[config.mk]
export PLATFORM = sky130hd
export DESIGN_NAME = rce_div
export DESIGN_NICKNAME = d
export VERILOG_FILES = /design/src/rtl/rce_div.sv
export SDC_FILE = /design/constraint.sdc
export NUM_CORES = 2
export LEC_CHECK = 0
export BUFFER_PORTS_ARGS = -buffer_cell sky130_fd_sc_hd__buf_2
export CAP_MARGIN = 25
export CORE_AREA = 2 2 449 451
export CTS_CLUSTER_SIZE = 30
export DETAILED_ROUTE_END_ITERATION = 6
export DIE_AREA = 0 0 451 453
export MAX_ROUTING_LAYER = met4
export PLACE_DENSITY = 0.9
export SLEW_MARGIN = 10
export SYNTH_ARGS = -nofsm -noshare
export SYNTH_HDL_FRONTEND = slang
export SYNTH_SLANG_ARGS = --single-unit
[constraint.sdc]
create_clock -name clk -period 7.65 [get_ports clk]
set_input_delay 0.765 -clock clk [delete_from_list [all_inputs] [get_ports clk]]
set_output_delay 0.765 -clock clk [all_outputs]
set_load 0.02 [all_outputs]
[src/rtl/rce_div.sv]
// ----------------------------------------------------------------------------
// rce_div: pipelined saturating divider
// floor(num / den) with one quotient bit per stage, saturates to all ones.
// ----------------------------------------------------------------------------
module rce_div #(
    parameter int NUM_W = 63,
    parameter int DEN_W = 41,
    parameter int QUO_W = 23
) (
    input  logic             clk,
    input  logic             adv,
    input  logic [NUM_W-1:0] num,
    input  logic [DEN_W-1:0] den,
    output logic [QUO_W-1:0] quo
);

    localparam int TOP_W = NUM_W - QUO_W;
    localparam int CMP_W = (TOP_W > DEN_W) ? TOP_W : DEN_W;

    logic [CMP_W-1:0] top_c;
    logic [CMP_W-1:0] den_c;

    logic [DEN_W-1:0] rem_reg [0:QUO_W-1];
    logic [QUO_W-1:0] low_reg [0:QUO_W-1];
    logic [DEN_W-1:0] den_reg [0:QUO_W-1];
    logic [QUO_W-1:0] quo_reg [0:QUO_W];
    logic             sat_reg [0:QUO_W];

    assign top_c = CMP_W'(num[NUM_W-1:QUO_W]);
    assign den_c = CMP_W'(den);

    // quotient would not fit: numerator high part already reaches den
    always_ff @(posedge clk)
    begin
        if (adv)
        begin
            rem_reg[0] <= top_c[DEN_W-1:0];
            low_reg[0] <= num[QUO_W-1:0];
            den_reg[0] <= den;
            quo_reg[0] <= '0;
            sat_reg[0] <= (top_c >= den_c);
        end
    end

    for (genvar k = 1; k <= QUO_W; k++)
    begin : g_step
        logic [DEN_W:0] trial;
        logic           ge;
        logic [DEN_W:0] diff;

        assign trial = {rem_reg[k-1], low_reg[k-1][QUO_W-1]};
        assign ge    = (trial >= {1'b0, den_reg[k-1]});
        assign diff  = ge ? (trial - {1'b0, den_reg[k-1]}) : trial;

        always_ff @(posedge clk)
        begin
            if (adv)
            begin
                quo_reg[k] <= {quo_reg[k-1][QUO_W-2:0], ge};
                sat_reg[k] <= sat_reg[k-1];
            end
        end

        if (k < QUO_W)
        begin : g_carry
            always_ff @(posedge clk)
            begin
                if (adv)
                begin
                    rem_reg[k] <= diff[DEN_W-1:0];
                    low_reg[k] <= {low_reg[k-1][QUO_W-2:0], 1'b0};
                    den_reg[k] <= den_reg[k-1];
                end
            end
        end
    end

    assign quo = sat_reg[QUO_W] ? '1 : quo_reg[QUO_W];

endmodule

==> impl_results.md <==
- # resized after CTS: 0
- Final core utilization: 0.750
- Critical path endpoint category: flop
- Largest cells by area after synthesis: edfxtp_1, ha_1, a21oi_1
- Worst R2R Setup Slack: 2.59 ns
- Wire per inst: 24.8 µm
- # IOs: 129
- Max reg flops: 943
- Distinct cells, synth: 97
- Worst VDD drop: 0.000362 V
- Cell with the most instances after synthesis: edfxtp_1
- Critical R2R Launch: den_reg[1][131]
- Total GRT Usage: 0.372
- Primary FF master, synth: edfxtp_1
- Worst hold stages: 1
- Syn avg cell area: 11.2 µm²
- Worst hold start: num[23]
- Commonest cells post-synth: edfxtp_1, inv_1, a21oi_1
- Post-route antenna net violation count: 0
- CTS max path bufs: 4
- Post-Syn Area: 0.137 mm²
- Setup total negative slack: 0 ns
- # setup viols final: 0
- Detailed Route Iter0 Violations: 13400
- CTS HTree Levels: 5
- DP Area: 0.140 mm²
- Placed cells: 14700
- Cell count after synthesis: 12200
- Final Hold Fails: 0
- Die X: 451 µm
- Leak pwr: 0.0616 µW
- Post-DR vias/cell: 6.57
- Fin crit period: 5.06 ns
- Syn. warnings: 0
- Largest net degree at the start of global routing: 183
- Synth async-reset ratio: 0
- WS Path Type: reg2reg
- Actual slew at the worst max-slew pin: 1.21 ns
- Slew margin rel.: 0.195
- Initial Util: 0.688
- Syn nets: 13300
- CTS tree: yes
- Max-slew violations: 0
- CTS buffer count: 275
- Worst-path maximum fanout: 61
- Core area: 0.199 mm²
- Via count: 100000
- Hold WC Path Type: in2reg
- Number of synthesized flops with an enable pin: 2461
- Clk_lat worst skew: 0.98 ns
- Total gr overflow: 0
- Layout Cell Area excl Fill: 0.149 mm²
- Max cap viols: 0
- Share of the synthesized area in the top cell type: 0.539
- Gpl congestion: 1.05
- Flip-flop and latch count after synthesis: 2461
- Clock transition at the registers of the reported paths: 0.06 ns
- Root cell of the clock tree: clkbuf_16
- Setup Buffers After CTS: 0
- Row count: 164
- Cell taking the most area after synthesis: edfxtp_1
- Layout Cells excl Fill: 15200
- Worst Path Required: 8.31 ns
- R2R depth: 12
- Fraction of layout cells with a size suffix above 1: 0.0748
- Via count of the first global-routing pass: 96100
- Seq/Total Area, Yosys: 0.539
- Critical Path AT: 5.72 ns
- Hold_buf cts: 47
- Max Fclk: 198 MHz
- Area grow syn2layout: 8.98%
- Die H: 453 µm
- First drt pass iteration count: 7
- Port bufs: 128
- HPWL after detailed placement: 275 mm
- Layout net count: 13500
- DRT Wirelength: 378 mm
- Initial antenna violation count: 13
- Min-Delay Endpoint: rem_reg[0][0]
- PD cells: 442 mW/mm²
- Failing checks: DRC
- Die footprint: 0.204 mm²
- Crit share post-route: 0.662
- Setup Skew: 0.0809 ns
- First-pass GRT wire length: 566 mm
- Status: complete, but fails checks
- RSZ-0062 raised after global routing: false
- Crit start category: flop
- TritonCTS Sinks: 2461
- DRC: 7
- Tot Pwr: 66000 µW
- Worst r2r dst: rem_reg[1][180]
-- final cells by class --
cell class              count  area [µm²]
flip-flops and latches   2461       73900
multi-input cells        8156       57200
fillers                 12600       49800
clock buffers             324        7150
inverters                1225        4600
well taps                2656        3320
repair buffers            238        1790
clock inverters           142        1370
diodes                     14        35.0
-- worst max-delay path by stage --
stage | start | end | slack [ns] | cells past startpoint
floorplan | low_reg[1][114] | rem_reg[1][206] | 3.87 | 14
global placement | low_reg[1][114] | rem_reg[1][222] | 2.85 | 15
detailed placement | low_reg[1][68] | rem_reg[1][126] | 2.73 | 14
CTS | low_reg[1][68] | rem_reg[1][126] | 2.65 | 14
global route | low_reg[2][22] | rem_reg[2][55] | 2.15 | 15
finish | den_reg[1][131] | rem_reg[1][180] | 2.59 | 12
-- per-layer routing --
layer  GRT usage  part of all wire
met2       0.570              0.46
met5           -                 0
met1       0.476              0.39
met3      0.0772             0.098
met4       0.181             0.058
-- report_power, final --
part | switching (µW) | leakage [µW] | internal, µW | total [µW]
registers | 3000 | 0.0241 | 19800 | 22800
clock network | 5390 | 0.00415 | 7480 | 12900
logic | 18100 | 0.0333 | 12300 | 30400
total | 26500 | 0.0616 | 39600 | 66000
-- cells by family after synthesis --
family                     count (synthesis)  share of synthesized area
adders and majority gates               1005                     0.0929
buffers and inverters                   1578                     0.0443
and+or+nand+nor                         2625                     0.0908
muxes                                    322                     0.0262
DFF                                     2461                      0.539
AOI/OAI and AO/OA                       3395                      0.155
xor gates and xnor gates                 809                     0.0517
-- stage by stage --
| stage | setup slack (ns) | hold slack, ns |
|---|---|---|
| floorplan | 3.87 | 0.400 |
| global placement | 2.85 | 0.400 |
| detailed placement | 2.73 | 0.405 |
| CTS | 2.65 | 0.000382 |
| global route | 2.15 | 0.00184 |
| finish | 2.59 | 0.0360 |
-- worst max-delay path, stage by stage, from the launching register on --
cell       delay [ns]
edfxtp_1         0.38
inv_1            0.05
ha_1             0.36
and2_1           0.19
nand3_1          0.12
or2_2            0.35
o221ai_1         0.42
nand4_1          0.33
a2111oi_0        1.03
o21ai_0          0.27
nand3_2          0.20
buf_4            0.60
mux2_2           0.42
-- layout by cell type (no fill, tap or decap), types with 265 or more instances in the layout --
| cell | n |
|---|---|
| clkbuf_16 | 279 |
| xnor2_1 | 481 |
| mux2_2 | 265 |
| o21ai_0 | 815 |
| a21o_1 | 582 |
| a21oi_1 | 1053 |
| inv_1 | 1224 |
| nand2_1 | 905 |
| ha_1 | 983 |
| xor2_1 | 328 |
| nor2_1 | 624 |
| edfxtp_1 | 2461 |
(Power assumes the default switching activity.)
